==> src/tct_pkg.sv <==
// Shared types and codes for the touch contact table.
// No dependencies; used by tct_ctrl, tct_datapath and the top level.
package tct_pkg;

    localparam logic [2:0] OP_ADD    = 3'd0;
    localparam logic [2:0] OP_UPDATE = 3'd1;
    localparam logic [2:0] OP_REMOVE = 3'd2;
    localparam logic [2:0] OP_CLEAR  = 3'd3;
    localparam logic [2:0] OP_LIST   = 3'd4;

    // Controller to datapath
    typedef struct packed {
        logic load;
        logic exec;
        logic list_step;
    } tct_cmd_t;

    // Datapath to controller
    typedef struct packed {
        logic list_go;
        logic more;
    } tct_stat_t;

endpackage

==> src/tct_ctrl.sv <==
// Sequencer for the touch contact table: accept, execute, walk the slots for list.
// Depends on tct_pkg.
module tct_ctrl
(
    input  logic                clk,
    input  logic                rst_n,
    input  logic                start,
    input  tct_pkg::tct_stat_t  stat,
    output tct_pkg::tct_cmd_t   cmd,
    output logic                busy
);

    localparam logic [1:0] ST_IDLE = 2'd0;
    localparam logic [1:0] ST_EXEC = 2'd1;
    localparam logic [1:0] ST_LIST = 2'd2;

    logic [1:0] state_reg;
    logic [1:0] state_next;

    always_comb
    begin
        state_next = state_reg;
        case (state_reg)
            ST_IDLE:
            begin
                if (start)
                begin
                    state_next = ST_EXEC;
                end
            end
            ST_EXEC:
            begin
                state_next = stat.list_go ? ST_LIST : ST_IDLE;
            end
            ST_LIST:
            begin
                // stop after the last active slot
                state_next = stat.more ? ST_LIST : ST_IDLE;
            end
            default:
            begin
                state_next = ST_IDLE;
            end
        endcase
    end

    always_ff @(posedge clk or negedge rst_n)
    begin
        if (!rst_n)
        begin
            state_reg <= ST_IDLE;
        end
        else
        begin
            state_reg <= state_next;
        end
    end

    assign busy          = (state_reg != ST_IDLE);
    assign cmd.load      = start && (state_reg == ST_IDLE);
    assign cmd.exec      = (state_reg == ST_EXEC);
    assign cmd.list_step = (state_reg == ST_LIST);

`ifndef ASSERT_OFF
    a_accept_busy: assert property (@(posedge clk) disable iff (!rst_n)
        start && !busy |=> busy)
        else $error("accepted beat did not raise busy");

    a_list_entry: assert property (@(posedge clk) disable iff (!rst_n)
        cmd.list_step |-> $past(state_reg) == ST_EXEC || $past(state_reg) == ST_LIST)
        else $error("list walk entered without execute");
`endif

endmodule

==> src/tct_datapath.sv <==
// Slot storage, id search, free-slot search and result registers of the contact table.
// Depends on tct_pkg; driven by tct_ctrl.
module tct_datapath #(
    parameter int SLOTS = 5
)
(
    input  logic                clk,
    input  logic                rst_n,
    input  tct_pkg::tct_cmd_t   cmd,
    output tct_pkg::tct_stat_t  stat,
    input  logic [2:0]          operation,
    input  logic [7:0]          touch_id,
    input  logic [11:0]         pos_x,
    input  logic [11:0]         pos_y,
    input  logic [7:0]          press_level,
    input  logic [7:0]          contact_size,
    output logic                strobe,
    output logic [2:0]          slot_index,
    output logic [7:0]          out_id,
    output logic [11:0]         out_x,
    output logic [11:0]         out_y,
    output logic [7:0]          out_pressure,
    output logic [7:0]          out_size,
    output logic                entry_valid,
    output logic                matched,
    output logic [2:0]          active_count,
    output logic                last
);

    localparam int IDX_W = (SLOTS > 1) ? $clog2(SLOTS) : 1;
    localparam int CNT_W = $clog2(SLOTS + 1);

    // latched input beat
    logic [2:0]  op_reg;
    logic [7:0]  tid_reg;
    logic [11:0] x_in_reg;
    logic [11:0] y_in_reg;
    logic [7:0]  p_in_reg;
    logic [7:0]  s_in_reg;

    // slot table
    logic [SLOTS-1:0] active_reg;
    logic [7:0]       id_arr_reg [SLOTS];
    logic [11:0]      x_arr_reg  [SLOTS];
    logic [11:0]      y_arr_reg  [SLOTS];
    logic [7:0]       p_arr_reg  [SLOTS];
    logic [7:0]       s_arr_reg  [SLOTS];
    logic [7:0]       next_id_reg;
    logic [CNT_W-1:0] cnt_reg;
    logic [CNT_W-1:0] cnt_next;
    logic [IDX_W-1:0] list_idx_reg;

    // search results
    logic             hit;
    logic [IDX_W-1:0] hit_idx;
    logic [IDX_W-1:0] free_idx;
    logic             more;
    logic [IDX_W-1:0] rd_idx;
    logic [IDX_W-1:0] wslot;

    logic is_add, is_upd, is_rem, is_clr, is_list;
    logic do_add, do_wr, rem_hit;

    // result registers
    logic             strobe_reg,  strobe_next;
    logic [IDX_W-1:0] slot_reg,    slot_next;
    logic [7:0]       id_out_reg,  id_out_next;
    logic [11:0]      x_out_reg,   x_out_next;
    logic [11:0]      y_out_reg,   y_out_next;
    logic [7:0]       p_out_reg,   p_out_next;
    logic [7:0]       s_out_reg,   s_out_next;
    logic             ev_reg,      ev_next;
    logic             m_reg,       m_next;
    logic [CNT_W-1:0] cnt_out_reg;
    logic             last_reg,    last_next;

    logic [IDX_W+2:0] slot_ext;
    logic [CNT_W+2:0] cnt_ext;

    assign is_add  = (op_reg == tct_pkg::OP_ADD);
    assign is_upd  = (op_reg == tct_pkg::OP_UPDATE);
    assign is_rem  = (op_reg == tct_pkg::OP_REMOVE);
    assign is_clr  = (op_reg == tct_pkg::OP_CLEAR);
    assign is_list = (op_reg == tct_pkg::OP_LIST);

    // first active match, lowest free slot, any active slot beyond the list pointer
    always_comb
    begin
        hit      = 1'b0;
        hit_idx  = '0;
        free_idx = '0;
        more     = 1'b0;
        for (int i = SLOTS - 1; i >= 0; i--)
        begin
            if (active_reg[i] && (id_arr_reg[i] == tid_reg))
            begin
                hit     = 1'b1;
                hit_idx = IDX_W'(i);
            end
            if (!active_reg[i])
            begin
                free_idx = IDX_W'(i);
            end
            if (active_reg[i] && (IDX_W'(i) > list_idx_reg))
            begin
                more = 1'b1;
            end
        end
    end

    assign do_add  = is_add || (is_upd && !hit);
    assign do_wr   = do_add || (is_upd && hit);
    assign rem_hit = is_rem && hit;
    assign wslot   = do_add ? free_idx : hit_idx;
    assign rd_idx  = cmd.list_step ? list_idx_reg : hit_idx;

    assign stat.list_go = cmd.exec && is_list && (|active_reg);
    assign stat.more    = more;

    always_comb
    begin
        cnt_next = cnt_reg;
        if (cmd.exec)
        begin
            if (do_add && !active_reg[free_idx])
            begin
                cnt_next = cnt_reg + 1'b1;
            end
            else if (rem_hit)
            begin
                cnt_next = cnt_reg - 1'b1;
            end
            else if (is_clr)
            begin
                cnt_next = '0;
            end
        end
    end

    always_comb
    begin
        strobe_next = 1'b0;
        slot_next   = '0;
        id_out_next = '0;
        x_out_next  = '0;
        y_out_next  = '0;
        p_out_next  = '0;
        s_out_next  = '0;
        ev_next     = 1'b0;
        m_next      = 1'b0;
        last_next   = 1'b1;
        if (cmd.exec)
        begin
            // list with entries emits from the walk instead
            strobe_next = !is_list || !(|active_reg);
            if (do_wr)
            begin
                ev_next     = 1'b1;
                m_next      = !do_add;
                slot_next   = wslot;
                id_out_next = do_add ? next_id_reg : id_arr_reg[rd_idx];
                x_out_next  = x_in_reg;
                y_out_next  = y_in_reg;
                p_out_next  = p_in_reg;
                s_out_next  = s_in_reg;
            end
            else if (rem_hit)
            begin
                ev_next     = 1'b1;
                m_next      = 1'b1;
                slot_next   = hit_idx;
                id_out_next = id_arr_reg[rd_idx];
                x_out_next  = x_arr_reg[rd_idx];
                y_out_next  = y_arr_reg[rd_idx];
                s_out_next  = s_arr_reg[rd_idx];
            end
        end
        else if (cmd.list_step)
        begin
            strobe_next = active_reg[list_idx_reg];
            ev_next     = 1'b1;
            slot_next   = list_idx_reg;
            id_out_next = id_arr_reg[rd_idx];
            x_out_next  = x_arr_reg[rd_idx];
            y_out_next  = y_arr_reg[rd_idx];
            p_out_next  = p_arr_reg[rd_idx];
            s_out_next  = s_arr_reg[rd_idx];
            last_next   = !more;
        end
    end

    always_ff @(posedge clk or negedge rst_n)
    begin
        if (!rst_n)
        begin
            active_reg   <= '0;
            next_id_reg  <= '0;
            cnt_reg      <= '0;
            list_idx_reg <= '0;
            strobe_reg   <= 1'b0;
            for (int i = 0; i < SLOTS; i++)
            begin
                id_arr_reg[i] <= '0;
            end
        end
        else
        begin
            strobe_reg <= strobe_next;
            cnt_reg    <= cnt_next;
            if (cmd.exec)
            begin
                list_idx_reg <= '0;
                if (do_add)
                begin
                    active_reg[wslot] <= 1'b1;
                    id_arr_reg[wslot] <= next_id_reg;
                    next_id_reg       <= next_id_reg + 1'b1;
                end
                else if (rem_hit)
                begin
                    active_reg[hit_idx] <= 1'b0;
                end
                else if (is_clr)
                begin
                    active_reg <= '0;
                end
            end
            else if (cmd.list_step)
            begin
                list_idx_reg <= list_idx_reg + 1'b1;
            end
        end
    end

    // payload: beat latch, slot data and result fields
    always_ff @(posedge clk)
    begin
        if (cmd.load)
        begin
            op_reg   <= operation;
            tid_reg  <= touch_id;
            x_in_reg <= pos_x;
            y_in_reg <= pos_y;
            p_in_reg <= press_level;
            s_in_reg <= contact_size;
        end
        if (cmd.exec && do_wr)
        begin
            x_arr_reg[wslot] <= x_in_reg;
            y_arr_reg[wslot] <= y_in_reg;
            p_arr_reg[wslot] <= p_in_reg;
            s_arr_reg[wslot] <= s_in_reg;
        end
        if (strobe_next)
        begin
            slot_reg    <= slot_next;
            id_out_reg  <= id_out_next;
            x_out_reg   <= x_out_next;
            y_out_reg   <= y_out_next;
            p_out_reg   <= p_out_next;
            s_out_reg   <= s_out_next;
            ev_reg      <= ev_next;
            m_reg       <= m_next;
            cnt_out_reg <= cnt_next;
            last_reg    <= last_next;
        end
    end

    assign slot_ext = {3'b000, slot_reg};
    assign cnt_ext  = {3'b000, cnt_out_reg};

    assign strobe       = strobe_reg;
    assign slot_index   = slot_ext[2:0];
    assign out_id       = id_out_reg;
    assign out_x        = x_out_reg;
    assign out_y        = y_out_reg;
    assign out_pressure = p_out_reg;
    assign out_size     = s_out_reg;
    assign entry_valid  = ev_reg;
    assign matched      = m_reg;
    assign active_count = cnt_ext[2:0];
    assign last         = last_reg;

`ifndef ASSERT_OFF
    a_count_tracks: assert property (@(posedge clk) disable iff (!rst_n)
        $countones(active_reg) == int'(cnt_reg))
        else $error("active count out of step with slot marks");

    a_empty_last: assert property (@(posedge clk) disable iff (!rst_n)
        strobe && !entry_valid |-> last && (out_id == 8'd0) && !matched)
        else $error("empty result not final or carries data");
`endif

endmodule

==> src/touch_contact_table_top.sv <==
// Touch contact table. Sequence: an accepted beat is latched, the execute state computes the
// result and the result registers drive the beat; add, update, remove, clear, unused codes and
// an empty list emit one beat each. A list with entries walks the slots up to the highest active
// one, one slot read per cycle, and emits one beat per active slot. Reset (rst_n, asynchronous)
// clears all slot marks, ids, the id counter and the count. The receiver cannot stall:
// each beat lasts one cycle.
module touch_contact_table_top #(
    parameter int SLOTS = 5
)
(
    input  logic        clk,
    input  logic        rst_n,
    input  logic        start,
    output logic        busy,
    input  logic [2:0]  operation,
    input  logic [7:0]  touch_id,
    input  logic [11:0] pos_x,
    input  logic [11:0] pos_y,
    input  logic [7:0]  press_level,
    input  logic [7:0]  contact_size,
    output logic        strobe,
    output logic [2:0]  slot_index,
    output logic [7:0]  out_id,
    output logic [11:0] out_x,
    output logic [11:0] out_y,
    output logic [7:0]  out_pressure,
    output logic [7:0]  out_size,
    output logic        entry_valid,
    output logic        matched,
    output logic [2:0]  active_count,
    output logic        last
);

    tct_pkg::tct_cmd_t  cmd;
    tct_pkg::tct_stat_t stat;

    tct_ctrl u_ctrl
    (
        .clk   (clk),
        .rst_n (rst_n),
        .start (start),
        .stat  (stat),
        .cmd   (cmd),
        .busy  (busy)
    );

    tct_datapath #(
        .SLOTS (SLOTS)
    ) u_datapath
    (
        .clk          (clk),
        .rst_n        (rst_n),
        .cmd          (cmd),
        .stat         (stat),
        .operation    (operation),
        .touch_id     (touch_id),
        .pos_x        (pos_x),
        .pos_y        (pos_y),
        .press_level  (press_level),
        .contact_size (contact_size),
        .strobe       (strobe),
        .slot_index   (slot_index),
        .out_id       (out_id),
        .out_x        (out_x),
        .out_y        (out_y),
        .out_pressure (out_pressure),
        .out_size     (out_size),
        .entry_valid  (entry_valid),
        .matched      (matched),
        .active_count (active_count),
        .last         (last)
    );

`ifndef ASSERT_OFF
    a_more_pending: assert property (@(posedge clk) disable iff (!rst_n)
        strobe && !last |-> busy)
        else $error("non-final beat with the block idle");
`endif

endmodule
==> config.mk <==
export PLATFORM = sky130hd
export DESIGN_NAME = touch_contact_table_top
export DESIGN_NICKNAME = d
export VERILOG_FILES = /design/src/tct_pkg.sv /design/src/tct_ctrl.sv /design/src/tct_datapath.sv /design/src/touch_contact_table_top.sv
export SDC_FILE = /design/constraint.sdc
export NUM_CORES = 1
export LEC_CHECK = 0
export ABC_CLOCK_PERIOD_IN_PS = 5630
export BUFFER_PORTS_ARGS = -buffer_cell sky130_fd_sc_hd__buf_2
export CORE_ASPECT_RATIO = 0.7
export CORE_UTILIZATION = 54
export DETAILED_ROUTE_END_ITERATION = 12
export PLACE_DENSITY = 0.81
export SYNTH_ARGS = -nofsm -noshare
export SYNTH_HDL_FRONTEND = slang
export SYNTH_HIERARCHICAL = 1
export SYNTH_SLANG_ARGS = --single-unit
==> constraint.sdc <==
create_clock -name clk -period 5.63 [get_ports clk]
set_input_delay 1.126 -clock clk [delete_from_list [all_inputs] [get_ports clk]]
set_output_delay 1.126 -clock clk [all_outputs]
set_load 0.01 [all_outputs]
# ---- Word level (Yosys, flattened, before mapping)
# Memory sizes are Yosys's and may differ from the RTL's.
# Index checks and enable logic that the tools add are counted.
dict set report op_classes {
  mux 82
  add_sub_neg 4
  bitwise 6
  n_eq_ne 12
  magnitude_cmp 14
  n_reduce_logical 39
}
# op n
set ops {}
lappend ops {{$mux 8} 15}
lappend ops {{$mux 12} 8}
lappend ops {{$mux 3} 22}
lappend ops {{$bwmux 40} 1}
lappend ops {{$eq 8x8->1} 5}
lappend ops {{$bmux 8 s3} 1}
lappend ops {{$demux 8 s3} 1}
lappend ops {{$mux 1} 23}
lappend ops {{$logic_and 1x1->1} 21}
lappend ops {{$lt 3x4->1 const B} 4}
lappend ops {{$mux 5} 3}
lappend ops {{$add 8x1->8 const B} 1}
lappend ops {{$ge 4x4->1 const B} 2}
lappend ops {{$not 3->4} 2}
lappend ops {{$add 3x1->3 const B} 2}
lappend ops {{$bmux 1 s3} 2}
lappend ops {{$demux 1 s3} 2}
lappend ops {{$eq 3x2->1 const B} 2}
lappend ops {{$ge 3x1->1 const B} 2}
lappend ops {{$gt 1x3->1 const A} 2}
lappend ops {{$gt 2x3->1 const A} 2}
lappend ops {{$logic_not 1->1} 6}
lappend ops {{$mux 2} 3}
lappend ops {{$pmux 2 s3} 1}
lappend ops {{other kinds (20)} 24}
dict set report word_totals {
  mem_bits_rw 200
  n_memories 4
  input_bits 54
  output_inout_bits 59
  regBits 170
}
# name depth width rd rd_ports_with_merged_regs wr line
set memory_table {}
lappend memory_table {u_datapath.x_arr_reg 5 12 1 0 1 tct_datapath.sv:44} ;# logic [11:0] x_arr_reg [SLOTS];
lappend memory_table {u_datapath.y_arr_reg 5 12 1 0 1 tct_datapath.sv:45} ;# logic [11:0] y_arr_reg [SLOTS];
lappend memory_table {u_datapath.p_arr_reg 5 8 1 0 1 tct_datapath.sv:46} ;# logic [7:0] p_arr_reg [SLOTS];
lappend memory_table {u_datapath.s_arr_reg 5 8 1 0 1 tct_datapath.sv:47} ;# logic [7:0] s_arr_reg [SLOTS];

# ---- Longest topological paths before layout
dict set report logic_depth {
  word_depth 17
  mapped_depth 12
  ltp_nobuf 8
}

# ---- Cells and area by module
# The synthesis kept the hierarchy.
# module area_per_inst_um2 instances seq_area_each_um2 cells_per_inst
set by_module_without_submodules {}
lappend by_module_without_submodules {tct_datapath 15388.5 1 10750.3 955}
lappend by_module_without_submodules {tct_ctrl 88.8 1 50.0 9}

# ---- Worst setup path after synthesis
# OpenSTA, ideal clock, no wires.
dict set report synth_path {
  path_type {register -> register}
  startpoint {reg u_ctrl.state_reg[0]}
  endpoint {reg u_datapath.cnt_out_reg[0], in the netlist u_datapath/active_count[0] (enable)}
  setup_time_ps 553
  path_stages_with_launch 5
  t_required_ps 5077
  slack_ps -132
  synth_period_minus_slack_ps 5762
  t_arrival_ps 5209
  cell_sequence {dfrtp_1 > nor2b_1 > buf_1 > nand2_1 > o21ai_0}
}
# item line
set synth_rtl {}
lappend synth_rtl {{from (decl)} tct_ctrl.sv:17} ;# logic [1:0] state_reg;
lappend synth_rtl {{from (signal assigned)} tct_ctrl.sv:55} ;# state_reg <= state_next;
lappend synth_rtl {{to (signal assigned)} tct_datapath.sv:264} ;# cnt_out_reg <= cnt_next;
lappend synth_rtl {{to (decl)} tct_datapath.sv:74} ;# logic [CNT_W-1:0] cnt_out_reg;

# ---- Worst setup path in the final report
dict set report layout_path {
  startpoint {reg u_datapath.tid_reg[4]}
  endpoint {mem u_datapath.x_arr_reg[1][3] (enable)}
}
dict set report layout_via {
  elab_chain_cells 14
  word_cells_on_any_way 29
  cone_classes {eq/ne: 5; mux: 13; reduce/logical: 11}
}
# item line
set layout_rtl {}
lappend layout_rtl {{from (decl)} tct_datapath.sv:35} ;# logic [7:0] tid_reg;
lappend layout_rtl {{from (signal assigned)} tct_datapath.sv:241} ;# tid_reg <= touch_id;
lappend layout_rtl {{$eq 8x8->1} tct_datapath.sv:95} ;# if (active_reg[i] && (id_arr_reg[i] == tid_reg))
lappend layout_rtl {{$logic_and 1x1->1} tct_datapath.sv:95}
lappend layout_rtl {{$mux 1 (5 in series)} tct_datapath.sv:95}
lappend layout_rtl {{$logic_not 1->1} tct_datapath.sv:111} ;# assign do_add = is_add || (is_upd && !hit);
lappend layout_rtl {{$logic_and 1x1->1} tct_datapath.sv:111}
lappend layout_rtl {{$logic_or 1x1->1} tct_datapath.sv:111}
lappend layout_rtl {{$logic_or 1x1->1} tct_datapath.sv:112} ;# assign do_wr = do_add || (is_upd && hit);
lappend layout_rtl {{$logic_and 1x1->1} tct_datapath.sv:247} ;# if (cmd.exec && do_wr)
lappend layout_rtl {{$mux 1} tct_datapath.sv:247}
lappend layout_rtl {{$mux 1 (not written as such)} tct_datapath.sv:249} ;# x_arr_reg[wslot] <= x_in_reg;
lappend layout_rtl {{to (decl)} tct_datapath.sv:44}
# Several ways; a longest one is shown, not always the timed one.

==> metrics <==
run status=finished clean; overall global routing resource usage=23.0%; final critical-path required period=between 3 and 4 ns; nets=~1100; Post-synth top cells=308 x edfxtp_1, 130 x mux2i_1, 62 x dfrtp_1, 49 x xnor2_1, 42 x nand2_1; final hold vios=0; total overflow reported by the global router=0; row cnt=around 50; Ys Warns=6; vias in the first global route=8574; share of async-settable or async-resettable flops after synthesis=16.8%; clock tree skew after final layout=0.0300 ns; hold endpoint=u_datapath/x_arr_reg[4][1]; Antenna Nets Post-Route=0; Port Buf Inserts=112; post-synthesis area per instance=between 15 and 20 sq um; worst hold stages=0; Final Max Tran Viols=0; Highest Clock Rate=258 MHz; area occupied by registers=10800 sq um; Critical Path AT=roughly 4.0 ns; worst slew margin relative to its limit=24.7%; number of distinct library cell variants in the gate-level netlist after synthesis=63; leakage power figure=between 6 and 7 nW; Slowest cell on crit path=and3_2; post_cts resized=0; number of setup violations in the final report=0; Critical Path RT=about 5.8 ns; sequential group share of total power=54.7%; Critical Path Max Stage Delay=1.01 ns; Internal Pwr Total=4.60 mW; number of buffers and inverters on the critical path=0; clock share of power=38.1%; category of the worst setup path capture point=flip-flop; Max-Cap Viols=0; Clock Sinks=370; R2R setup slack=1.76 ns; Iteration-0 DRC Markers=between 700 and 800; I/O pin count=113; post-synth top area share=59.8%; nature of the critical path startpoint=flip-flop; total number of vias=8690; r2r startpoint=u_datapath/tid_reg[4]; Post-CTS Setup Repair Bufs=0; vias per cell=between 5 and 6; class of the tightest hold or removal check=reg -> reg; largest cells by area after synthesis=edfxtp_1 60%, dfrtp_1 10%, mux2i_1 8.4%; Mapped Nets=~1000; final weighted congestion in routability-driven placement=0.945; transition at the pin with the smallest max-transition slack=between 1 and 1.5 ns; die height=144 um; number of storage elements in the synthesis netlist=370; critical path depth=8; number of instances in the synthesized netlist=964; maximum fanout encountered on the critical timing path=40; pin count of the biggest net entering global routing=63; Final Routed Wirelength=33200 um; number of buffers added to fix hold violations after cts=0; highest ir drop seen on vdd=~370 uV; most instantiated library cell after synthesis=edfxtp_1; number of placed cells counting well taps=approximately 1400; die outline width=204 um; share of the clock period used by the worst path=68.8%; top_reg_cell synth=edfxtp_1; cell count of the worst reg-to-reg path=8; TritonCTS buffer count=35; depth of the CTS H-tree=2; drc violations=0; drt pass-1 iters=5; Std-Cell Core Area=28000 sq um; drt wl/cell=22.5 um; net switching fraction of the power=23.3%; clock transition at the registers of the reported paths=0.06 ns; Skew-Pair Late Insertion Delay=0.53 ns; number of antenna violations at the first check in global routing=0; antenna diode count=0; share of the yosys chip area belonging to registers=69.8%; CTS root buffer=clkbuf_16; worst-case clock buffer depth=3; number of enable-type register cells in the synthesized netlist=roughly 310; area of the die=between 20000 and 30000 sq um; wire length of the first global-routing pass=50400 um; switching power of the nets=1.40 mW; critical path class=reg -> reg; setup total negative slack=0 ns; effective utilization at floorplan=55.3%; critical-path cell list=xnor2_1 -> nand4_2 -> nor3_2 -> nor4_4 -> a21bo_1 -> nand2_1 -> mux2i_1 -> and3_2; Power per Cell Area=about 340 nW/um^2; crit-path leading delay family=simple AND/OR/NAND/NOR gates; worst hold path startpoint=u_datapath/x_in_reg[1]; setup repair after global routing missed its margin=false; Reg2Reg Capture Point=u_datapath/x_arr_reg[1][3]; number of standard cells in the final layout excluding fillers=1471; combinational share of power=a little over 7%; dominant cell type by area after synthesis=edfxtp_1; Fill cells=around 2000; area added between synthesis and finish=13.1%; fraction of layout instances using a drive strength above 1=about 23%; TritonCTS clock tree=yes; Netlist Area Pre-Place=15500 sq um; placed wire-length estimate=about 21000 um; total area of multi-input combinational cells=4370 sq um
[power by group through the flow]
stage               Sequential (mW)  Combinational (mW)  Clock (mW)
floorplan                      3.25               0.332           0
global placement               3.33               0.414           0
detailed placement             3.33               0.426           0
CTS                            3.28               0.430        2.32
global route                   3.30               0.472        2.42
finish                         3.28               0.428        2.28
[layout make-up]
cell class | count | share of cell area, %
clock buffers | 45 | 5.46
clock inverters | 19 | 0.937
inverters | 16 | 0.343
multi-input cells | 521 | 25.0
flip-flops and latches | 370 | 61.7
well taps | 371 | 2.65
repair buffers | 129 | 3.93
[metal layers]
layer	vias to the layer above	global-route usage, %	routed length, um
li1	3932	-	-
met1	4356	34.5	15100
met2	366	34.2	14600
met3	36	4.72	2840
met4	0	5.81	538
met5	-	0	0
[metrics by stage]
step                power [mW]  utilization [%]  hold WS [ns]  area, sq um  worst slack (ns)
finish                    5.99             62.5         0.541        17500              1.76
global route              6.19             62.5         0.545        17500              1.42
CTS                       6.03             62.5         0.541        17500              1.73
detailed placement        3.76             58.5         0.525        16400              1.77
global placement          3.74             58.5         0.515        16400              1.86
floorplan                 3.58                -         0.491        15500             0.190
[layout by cell type, fill, tap and decap left out, types with 12 or more instances in the layout]
| cell | count |
|---|---|
| edfxtp_1 | 308 |
| buf_4 | 17 |
| buf_2 | 112 |
| nor2_1 | 18 |
| nand2_1 | 42 |
| nor3_1 | 12 |
| mux2_2 | 33 |
| and3_1 | 35 |
| xnor2_1 | 49 |
| a221o_1 | 33 |
| dfrtp_1 | 62 |
| clkbuf_16 | 37 |
| mux2i_1 | 130 |
| inv_1 | 16 |
| nand3_1 | 13 |
| o21ai_0 | 17 |
[worst max path at each step]
stage / startpoint / to / slack (ns)
6_report: u_datapath/tid_reg[4] / u_datapath/x_arr_reg[1][3] / 1.76
3_5_place_dp: u_datapath/tid_reg[3] / u_datapath/x_arr_reg[1][10] / 1.77
2_1_floorplan: u_datapath/tid_reg[5] / u_datapath/p_arr_reg[3][0] / 0.19
5_1_grt: u_datapath/tid_reg[1] / u_datapath/x_arr_reg[1][3] / 1.42
4_1_cts: u_datapath/tid_reg[3] / u_datapath/x_arr_reg[1][2] / 1.73
3_3_place_gp: u_datapath/tid_reg[5] / u_datapath/x_arr_reg[1][10] / 1.86
[cells by family (layout without fill, tap and decap cells)]
| group | count (synthesis) | after routing | share of synthesized area [%] |
|---|---|---|---|
| buf+inv | 73 | 209 | 2.50 |
| xor+xnor | 50 | 50 | 2.83 |
| compound gates | 118 | 118 | 6.11 |
| flops | 370 | 370 | 69.8 |
| fa+ha+maj | 6 | 6 | 0.485 |
| mux | 179 | 179 | 12.2 |
| simple gates | 168 | 168 | 6.05 |
No activity file was read; power rests on OpenSTA's default activity.
